`config.mk`:
```
export PLATFORM = sky130hd
export DESIGN_NAME = gbn_ctrl
export DESIGN_NICKNAME = d
export VERILOG_FILES = /design/src/hdl/gbn_pkg.sv /design/src/hdl/gbn_ctrl.sv
export SDC_FILE = /design/constraint.sdc
export NUM_CORES = 1
export LEC_CHECK = 0
export BUFFER_PORTS_ARGS = -buffer_cell sky130_fd_sc_hd__buf_2
export CORE_ASPECT_RATIO = 0.9
export CORE_MARGIN = 2
export CORE_UTILIZATION = 35
export CTS_CLUSTER_SIZE = 28
export DETAILED_ROUTE_END_ITERATION = 12
export PLACE_DENSITY_LB_ADDON = 0.15
export SYNTH_ARGS = -nofsm -noshare
export SYNTH_HDL_FRONTEND = slang
export SYNTH_SLANG_ARGS = --single-unit
```
`constraint.sdc`:
```
create_clock -name i_clk -period 4.5 [get_ports i_clk]
set_clock_uncertainty 0.2 [all_clocks]
set_input_delay 0.675 -clock i_clk [delete_from_list [all_inputs] [get_ports i_clk]]
set_output_delay 0.675 -clock i_clk [all_outputs]
set_load 0.005 [all_outputs]
```
`src/hdl/gbn_pkg.sv`:
```
// Shared types, widths and a helper function for the greedy box suppression block.
package gbn_pkg;

    localparam int COORD_W  = 16;
    localparam int SCORE_W  = 16;
    localparam int THR_W    = 16;
    localparam int ENTRY_W  = 4 * COORD_W + SCORE_W;
    localparam int SPAN_W   = 17;
    localparam int AREA_W   = 2 * SPAN_W - 1;
    localparam int UNION_W  = AREA_W + 1;
    localparam int LHS_W    = AREA_W + THR_W;
    localparam int RHS_W    = UNION_W + THR_W;
    localparam logic [THR_W-1:0] THR_RESET = 16'h8000;
    localparam logic signed [COORD_W+1:0] ONE_PIXEL = 18'sd16;

    // Register byte addresses.
    localparam logic [2:0] ADDR_IOU_THR = 3'd0;

    // Commands from the controller to the datapath.
    typedef struct packed {
        logic wr;
        logic ovf_set;
        logic sel_rd;
        logic sup_rd;
        logic emit;
        logic emit_last;
        logic take_best;
        logic emit_empty;
        logic frame_clear;
    } t_cmd;

    // Status from the datapath to the controller.
    typedef struct packed {
        logic best_found;
        logic kept_valid;
        logic pipe_busy;
        logic out_busy;
    } t_status;

    // Inclusive extent (hi - lo + one pixel), clamped at zero.
    function automatic logic [SPAN_W-1:0] span(input logic signed [COORD_W-1:0] lo,
                                               input logic signed [COORD_W-1:0] hi);
        logic signed [COORD_W+1:0] s;
        s = (COORD_W+2)'(hi) - (COORD_W+2)'(lo) + ONE_PIXEL;
        return s[COORD_W+1] ? '0 : s[SPAN_W-1:0];
    endfunction

endpackage

```
`src/hdl/gbn_ctrl.sv`:
```
// Controller for loading a frame and sequencing the select and suppress scans.
module gbn_ctrl #(
    parameter int MAX_BOXES = 64
) (
    input  logic                            i_clk,
    input  logic                            i_rst_n,
    input  logic                            i_valid,
    input  logic                            i_box_present,
    input  logic                            i_frame_end,
    output logic                            o_ready,
    input  gbn_pkg::t_status                i_status,
    output gbn_pkg::t_cmd                   o_cmd,
    output logic [$clog2(MAX_BOXES+1)-1:0]  o_addr
);
    localparam int CW = $clog2(MAX_BOXES + 1);

    localparam logic [2:0] S_LOAD     = 3'd0;
    localparam logic [2:0] S_SEL      = 3'd1;
    localparam logic [2:0] S_SEL_WAIT = 3'd2;
    localparam logic [2:0] S_EMIT     = 3'd3;
    localparam logic [2:0] S_SUP      = 3'd4;
    localparam logic [2:0] S_SUP_WAIT = 3'd5;
    localparam logic [2:0] S_EMPTY    = 3'd6;
    localparam logic [2:0] S_DONE     = 3'd7;

    logic [2:0]    r_state, n_state;
    logic [CW-1:0] r_count, n_count;
    logic [CW-1:0] r_idx, n_idx;
    logic          accept;
    logic          has_room;

    assign o_ready  = (r_state == S_LOAD);
    assign accept   = i_valid && o_ready;
    assign has_room = (r_count < CW'(MAX_BOXES));

    always_comb begin
        n_state = r_state;
        n_count = r_count;
        n_idx   = r_idx;
        o_cmd   = '0;
        o_addr  = r_idx;
        case (r_state)
            S_LOAD: begin
                o_addr = r_count;
                n_idx  = '0;
                if (accept) begin
                    if (i_box_present && has_room) begin
                        o_cmd.wr = 1'b1;
                        n_count  = r_count + CW'(1);
                    end else if (i_box_present) begin
                        o_cmd.ovf_set = 1'b1;
                    end
                    if (i_frame_end) begin
                        n_state = (n_count == '0) ? S_EMPTY : S_SEL;
                    end
                end
            end
            S_SEL: begin
                o_cmd.sel_rd = 1'b1;
                if (r_idx == r_count - CW'(1)) begin
                    n_state = S_SEL_WAIT;
                end else begin
                    n_idx = r_idx + CW'(1);
                end
            end
            S_SEL_WAIT: begin
                if (!i_status.pipe_busy) begin
                    n_state = S_EMIT;
                end
            end
            S_EMIT: begin
                if (!i_status.out_busy) begin
                    // The previously kept box goes out now; it is the last one when
                    // this scan found nothing left.
                    o_cmd.emit      = i_status.kept_valid;
                    o_cmd.emit_last = !i_status.best_found;
                    o_cmd.take_best = i_status.best_found;
                    n_idx           = '0;
                    n_state         = i_status.best_found ? S_SUP : S_DONE;
                end
            end
            S_SUP: begin
                o_cmd.sup_rd = 1'b1;
                if (r_idx == r_count - CW'(1)) begin
                    n_state = S_SUP_WAIT;
                end else begin
                    n_idx = r_idx + CW'(1);
                end
            end
            S_SUP_WAIT: begin
                n_idx = '0;
                if (!i_status.pipe_busy) begin
                    n_state = S_SEL;
                end
            end
            S_EMPTY: begin
                if (!i_status.out_busy) begin
                    o_cmd.emit_empty = 1'b1;
                    n_state          = S_DONE;
                end
            end
            S_DONE: begin
                o_cmd.frame_clear = 1'b1;
                n_count           = '0;
                n_state           = S_LOAD;
            end
            default: begin
                n_state = S_LOAD;
            end
        endcase
    end

    always_ff @(posedge i_clk) begin
        if (!i_rst_n) begin
            r_state <= S_LOAD;
            r_count <= '0;
            r_idx   <= '0;
        end else begin
            r_state <= n_state;
            r_count <= n_count;
            r_idx   <= n_idx;
        end
    end

    assert property (@(posedge i_clk) disable iff (!i_rst_n)
        r_count <= CW'(MAX_BOXES))
        else $error("box count exceeds capacity");

    assert property (@(posedge i_clk) disable iff (!i_rst_n)
        (r_state == S_DONE) |=> (r_count == '0) && (r_state == S_LOAD))
        else $error("frame not cleared after completion");

    assert property (@(posedge i_clk) disable iff (!i_rst_n)
        (r_state == S_SEL || r_state == S_SUP) |-> (r_count != '0))
        else $error("scan started on an empty store");
endmodule

```
==> results of run 1 <==
-- flip-flops by register name, summed over array words and instances (netlist names) --
register	count
r_idx	7
r_state	3
r_count	7
-- worst paths after layout --
path	slack [ns]	cells past startpoint	end
setup reg to reg	1.72	8	r_state[0]$_SDFFE_PN0P_
setup / recovery	1.72	8	r_state[0]$_SDFFE_PN0P_
hold reg to reg	0.36	2	r_idx[6]$_SDFFE_PN0P_
hold / removal	0.36	2	r_idx[6]$_SDFFE_PN0P_
-- Yosys cell counts, drive strengths merged, types with 2 or more instances --
master | instances | area share [%]
a21boi | 4 | 1.9
nor2b | 3 | 1.2
mux2 | 8 | 5.8
mux2i | 4 | 2.6
inv | 6 | 1.4
nor2 | 14 | 3.4
xor2 | 2 | 1.1
a22oi | 2 | 0.97
clkbuf | 8 | 1.9
dfxtp | 17 | 22
a21o | 2 | 1.0
nor4 | 2 | 0.80
xnor2 | 8 | 4.5
nand2 | 26 | 6.3
o31ai | 4 | 1.9
nand3 | 11 | 3.5
a31oi | 2 | 0.80
or3 | 2 | 1.1
nand3b | 2 | 0.97
buf | 7 | 4.7
o211ai | 3 | 1.8
a21oi | 5 | 1.6
and2 | 3 | 1.2
ha | 3 | 2.4
nor3 | 8 | 2.9
o21ai | 10 | 3.2
o21ba | 2 | 1.3
or4 | 4 | 2.1
o22ai | 2 | 0.80
o211a | 4 | 2.6
nand2b | 4 | 1.6
-- through the flow --
step                      instances  util [%]
after floorplan                 198         -
after global placement          269      39.7
after detailed placement        269      39.7
after CTS                       273      40.8
after global routing            273      40.8
final                           273      40.8
-- worst min-delay path: cells and delay by family (launching register included) --
| kind | cells | cell delay (ns) |
|---|---|---|
| AO/OA/AOI/OAI | 2 | 0.15 |
| flip-flops | 1 | 0.36 |
-- layout make-up --
| class | instances | area [sq um] |
|---|---|---|
| inverter | 7 | 26.3 |
| timing repair buffer | 26 | 133 |
| clock buffer | 4 | 45.0 |
| sequential | 17 | 340 |
| multi-input combinational | 159 | 1090 |
| tap | 60 | 75.1 |
| fill | 470 | 2480 |
-- kinds of logic after synthesis --
group	Yosys count	synth area share [%]
DFF	17	21.9
buffers and inverters	22	8.29
and+or+nand+nor	85	28.3
AOI/OAI and AO/OA	48	23.6
muxes	12	8.37
adders and majority gates	3	2.41
xor gates and xnor gates	11	7.16
-- routing by layer --
layer / global-route usage (%) / wire length (microns) / up-vias / part of all wire (%)
met5: 0 / 0 / - / 0
met4: 3.35 / 24 / 0 / 0.66
met3: 3.28 / 190 / 2 / 5.2
met2: 23.1 / 1510 / 29 / 41
met1: 23.2 / 1920 / 636 / 53
li1: - / - / 744 / -
-- power by group --
group | internal (W) | switching, W
Combinational | 0.000169 | 0.000190
Sequential | 0.000169 | 0.0000612
Clock | 0.0000629 | 0.0000582
==> flow_summary.ini, run 1 <==
[sta]
final.period_utilization_pct = 61.8
slew_violations = 0
finalHoldViolations = 0
finalCriticalPeriod_ns = 2.78
timing.hold.ws_ns = 0.356
fmax_ghz = 0.359
setup_tns_ns = 0
setup_slack_ns = 1.72
max_slew_margin_pct = 62.5
worstMarginPinSlew_ns = 0.561
finalSetupViolCount = 0
rsz0062_at_grt = no

[setup_path]
cp.buffers_inverters = 1
slowest_stage = dfxtp_1
crit_type = reg -> reg
cp_top_family = compound AO/OA/AOI/OAI gates
crit_fanout = 11
path_cells = inv_1, ha_1, or2b_1, or4_1, a31o_1, a21oi_1, o21a_1, mux2i_1
cp-start-kind = flip-flop
cp_data_arrival_time_ns = 2.76
cp-end-kind = flip-flop
r2r_start = r_count[0]$_SDFFE_PN0P_
crit_start = r_count[0]$_SDFFE_PN0P_
required_ns = 4.48
critPathMaxStageDelay_ns = 0.43

[layout]
layout_common_cells = nand2_1 (26), buf_2 (25), dfxtp_1 (17)
area_delta_synth_final_pct = 9.65
final_area_sq_um = 1710
fin_nets = 226
drive_gt1_share_pct = 22.5
antenna_cells = 0
final_common_cell = nand2_1

[global_route]
grt_use_total_pct = 15.6
antenna_found_initial = 0
overflow = 0
grt_pass1_wl_microns = 6050
grt_pass1_vias = 1240
grt_start_max_net_pins = 16

[clock_network]
cts_root_buf = clkbuf_8
path_clk_slew_ns = 0.07
worst_skew_pair.late_latency_ns = 0.25
cts.sinks = 17
cts_resized = 0
cts_buffer_depth = 2
numCtsBuffers = 3
postCtsSetupBuffers = 0
htreeDepth = 1
cts_tree = done
hold_buffers = 0

[detailed_routing]
wire_per_inst_microns = 13.3
viasPerCell = 5.17
drt_wl_total_microns = 3640
drtPass1Iterations = 4
routed-via-count = 1411
drt_iter0_markers = 85
drc_errors = 0
ant_nets = 0

[floorplan]
core_area_sq_um = 4180
die-area_sq_um = 4990
die_h_microns = 67.2
initial_core_util_pct = 37.2
die_x_microns = 74.3
rows = 22
pin_count = 26

[place]
gp_congestion = 0.758
place_area_sq_um = 1660
portBuffers = 25
dp_hpwl_microns = 2710
dp_slack_ns = 1.69

[logic_synthesis]
synth_cell_types = 56
synth_nets = 210
synth_seq_area_share_pct = 21.9
syn_inst = 198
synth_warnings = 0
synth-edff-count = 0
synth.cell_area_sq_um = 1560
syn_avg_cell_area_sq_um = 7.85
synth_ff_type = dfxtp_1
synthArstFlopShare_pct = 0
ys_seq_elements = 17

[power]
power_leakage_nw = 0.690
powerDensity_nw_per_um2 = 416
ir_drop_uv = 301
total_power_w = 0.000710

[hold_path]
hold_class = reg -> reg
hold_start = r_idx[6]$_SDFFE_PN0P_

[run]
max_cap_viol_count = 0

[run_status]
status = finished, final reports clean
No activity file was read; power rests on OpenSTA's default activity.
==> run 2: changes to the inputs <==
--- a/config.mk
+++ b/config.mk
@@ -5,6 +5,7 @@
 export SDC_FILE = /design/constraint.sdc
 export NUM_CORES = 1
 export LEC_CHECK = 0
+export ABC_AREA = 1
 export BUFFER_PORTS_ARGS = -buffer_cell sky130_fd_sc_hd__buf_2
 export CORE_ASPECT_RATIO = 0.9
 export CORE_MARGIN = 2
==> constraint.sdc (replaced) <==
create_clock -name i_clk -period 2.5 [get_ports i_clk]
set_clock_uncertainty 0.2 [all_clocks]
set_input_delay 0.375 -clock i_clk [delete_from_list [all_inputs] [get_ports i_clk]]
set_output_delay 0.375 -clock i_clk [all_outputs]
set_load 0.005 [all_outputs]
==> flow_summary.ini, run 2 <==
[layout]
layout_common_cells = nand2_1 (94), nor2_1 (36), buf_2 (25)
largestRegisters = r_count x7, r_idx x7, r_state x3
area_delta_synth_final_pct = 12.3
final_common_cell = nand2_1
antenna_cells = 0
fin_nets = 307
nFillCells = 462
drive_gt1_share_pct = 20.1

[setup_path]
crit_fanout = 15
required_ns = 1.92
crit_type = reg -> out
cp-end-kind = output port
cp-start-kind = flip-flop
cp_data_arrival_time_ns = 1.60

[clock_network]
cts_buffer_depth = 2
cts_resized = 0
postCtsSetupBuffers = 0
numCtsBuffers = 3
path_clk_slew_ns = 0.07
htreeDepth = 1
worst_skew_pair.late_latency_ns = 0.26
hold_buffers = 0
cts_root_buf = clkbuf_8
cts_tree = done
cts.sinks = 17

[logic_synthesis]
synth.cell_area_sq_um = 1520
synth_warnings = 0
synth_top_area_cell = nand2_1
netlist_top_cells_count = nand2_1 (94), nor2_1 (36), inv_1 (24)
synth_top_area_share_pct = 23.2
synthTopCellsByArea = nand2_1 (23%), dfxtp_1 (22%), nor2_1 (8.9%), a21oi_1 (5.9%), inv_1 (5.9%)
yosysMostFrequentCell = nand2_1
synth_ff_type = dfxtp_1
synth-edff-count = 0
synthArstFlopShare_pct = 0
synth_cell_types = 30
synth_seq_area_share_pct = 22.4
syn_avg_cell_area_sq_um = 5.62
ys_seq_elements = 17
synth_nets = 283
syn_inst = 271

[power]
internal_power_w = 0.000671
power.net_switching_w = 0.000636
p_comb_share_pct = 55.4
p_sw_share_pct = 48.7
power_frac_seq_pct = 28.5
ir_drop_uv = 378
power_leakage_nw = 0.863
clkPwrFrac_pct = 16.1
powerDensity_nw_per_um2 = 765

[sta]
finalCriticalPeriod_ns = 2.18
finalHoldViolations = 0
worstMarginPinSlew_ns = 0.388
max_slew_margin_pct = 74.1
rsz0062_at_grt = no
final.period_utilization_pct = 87.0
timing.hold.ws_ns = 0.203
finalSetupViolCount = 0
fmax_ghz = 0.460
setup_tns_ns = 0
slew_violations = 0

[detailed_routing]
drt_wl_total_microns = 3880
viasPerCell = 4.82
routed-via-count = 1647
drc_errors = 0
wire_per_inst_microns = 11.3
ant_nets = 0
drt_iter0_markers = 120
drtPass1Iterations = 4

[floorplan]
die_x_microns = 73.5
rows = 22
initial_core_util_pct = 36.9
die-area_sq_um = 4890
core_area_sq_um = 4130
die_h_microns = 66.6
pin_count = 26

[global_route]
overflow = 0
grt_pass1_vias = 1451
grt_pass1_wl_microns = 6610
grt_start_max_net_pins = 16
antenna_found_initial = 0
gr-max-usage-layer = met2
grt_use_met2_pct = 27.0
use_met3_pct = 3.33
grt_use_total_pct = 17.3
met1_usage_pct = 24.2

[place]
gp_congestion = 0.885
portBuffers = 25
dp_hpwl_microns = 3190

[run_status]
status = finished, final reports clean

[run]
max_cap_viol_count = 0

[hold_path]
hold_class = in -> reg
-- run 2: changes by cell type in the layout (fill, tap and decap cells not counted), sizes merged, moves of 4 or more --
| cell | previous run | this run |
|---|---|---|
| xnor2 | 8 | 1 |
| inv | 6 | 37 |
| a21oi | 5 | 19 |
| nand2b | 4 | 0 |
| o31ai | 4 | 0 |
| nand3 | 11 | 18 |
| mux2i | 4 | 0 |
| nor2 | 14 | 43 |
| o211a | 4 | 0 |
| mux2 | 8 | 0 |
| or4 | 4 | 0 |
| nand2 | 26 | 101 |
| a21boi | 4 | 0 |
-- run 2: worst paths after layout --
path | start | slack (ns) | cells after the start | to
max reg2reg | r_count[0]$_SDFFE_PN0P_ | 0.39 | 15 | r_idx[6]$_SDFFE_PN0P_
min reg2reg | r_idx[4]$_SDFFE_PN0P_ | 0.31 | 2 | r_idx[4]$_SDFFE_PN0P_
max | r_state[0]$_SDFFE_PN0P_ | 0.32 | 6 | o_cmd[7]
min | i_rst_n | 0.20 | 3 | r_state[2]$_SDFFE_PN0P_
-- run 2: cell families (layout without fill, tap and decap cells) --
family	count (synthesis)	after routing	synth area share, %
AO/OA/AOI/OAI	33	33	11.3
XOR/XNOR	4	4	2.30
adder cells (fa/ha/maj)	3	3	2.47
buffers and inverters	44	67	12.7
flip-flops	17	17	22.4
AND/OR/NAND/NOR	170	170	48.9
-- run 2: cell type report --
cell class	instances	area, sq um	share of cell area (%)
sequential	17	340	19.9
clock inverter	1	5.00	0.293
tap	48	60.1	3.51
timing repair buffer	25	125	7.32
clock buffer	3	41.3	2.41
multi-input combinational	210	988	57.8
inverter	38	150	8.78
-- run 2: through the flow --
stage	util [%]	cell area [sq um]	power, W	setup WS, ns	std cells
after floorplan	-	1520	0.000936	0.647	271
after global placement	40.3	1660	0.00112	0.454	338
after detailed placement	40.3	1660	0.00111	0.429	338
after CTS	41.4	1710	0.00132	0.287	342
after global routing	41.4	1710	0.00145	0.115	342
final	41.4	1710	0.00131	0.325	342
-- run 2: metal layers --
| metal | vias to the layer above | routed length [microns] | share of wire [%] |
|---|---|---|---|
| met4 | 0 | 33 | 0.85 |
| met1 | 715 | 1930 | 50 |
| met2 | 33 | 1730 | 45 |
| met3 | 4 | 180 | 4.6 |
| li1 | 895 | - | - |
| met5 | - | 0 | 0 |
-- run 2: worst max-delay path, stage by stage (launching register included) --
cell	delay, ns
dfxtp_1	0.41
nor2_4	0.16
nand2_2	0.17
inv_1	0.13
nand2_1	0.18
nor3_1	0.17
buf_2	0.14
-- run 2: power groups by stage --
stage	registers, W	logic, W	clock network (W)
2_1_floorplan	0.000352	0.000584	0
3_3_place_gp	0.000377	0.000740	0
3_5_place_dp	0.000377	0.000728	0
4_1_cts	0.000370	0.000732	0.000220
5_1_grt	0.000381	0.000836	0.000234
6_report	0.000373	0.000725	0.000210
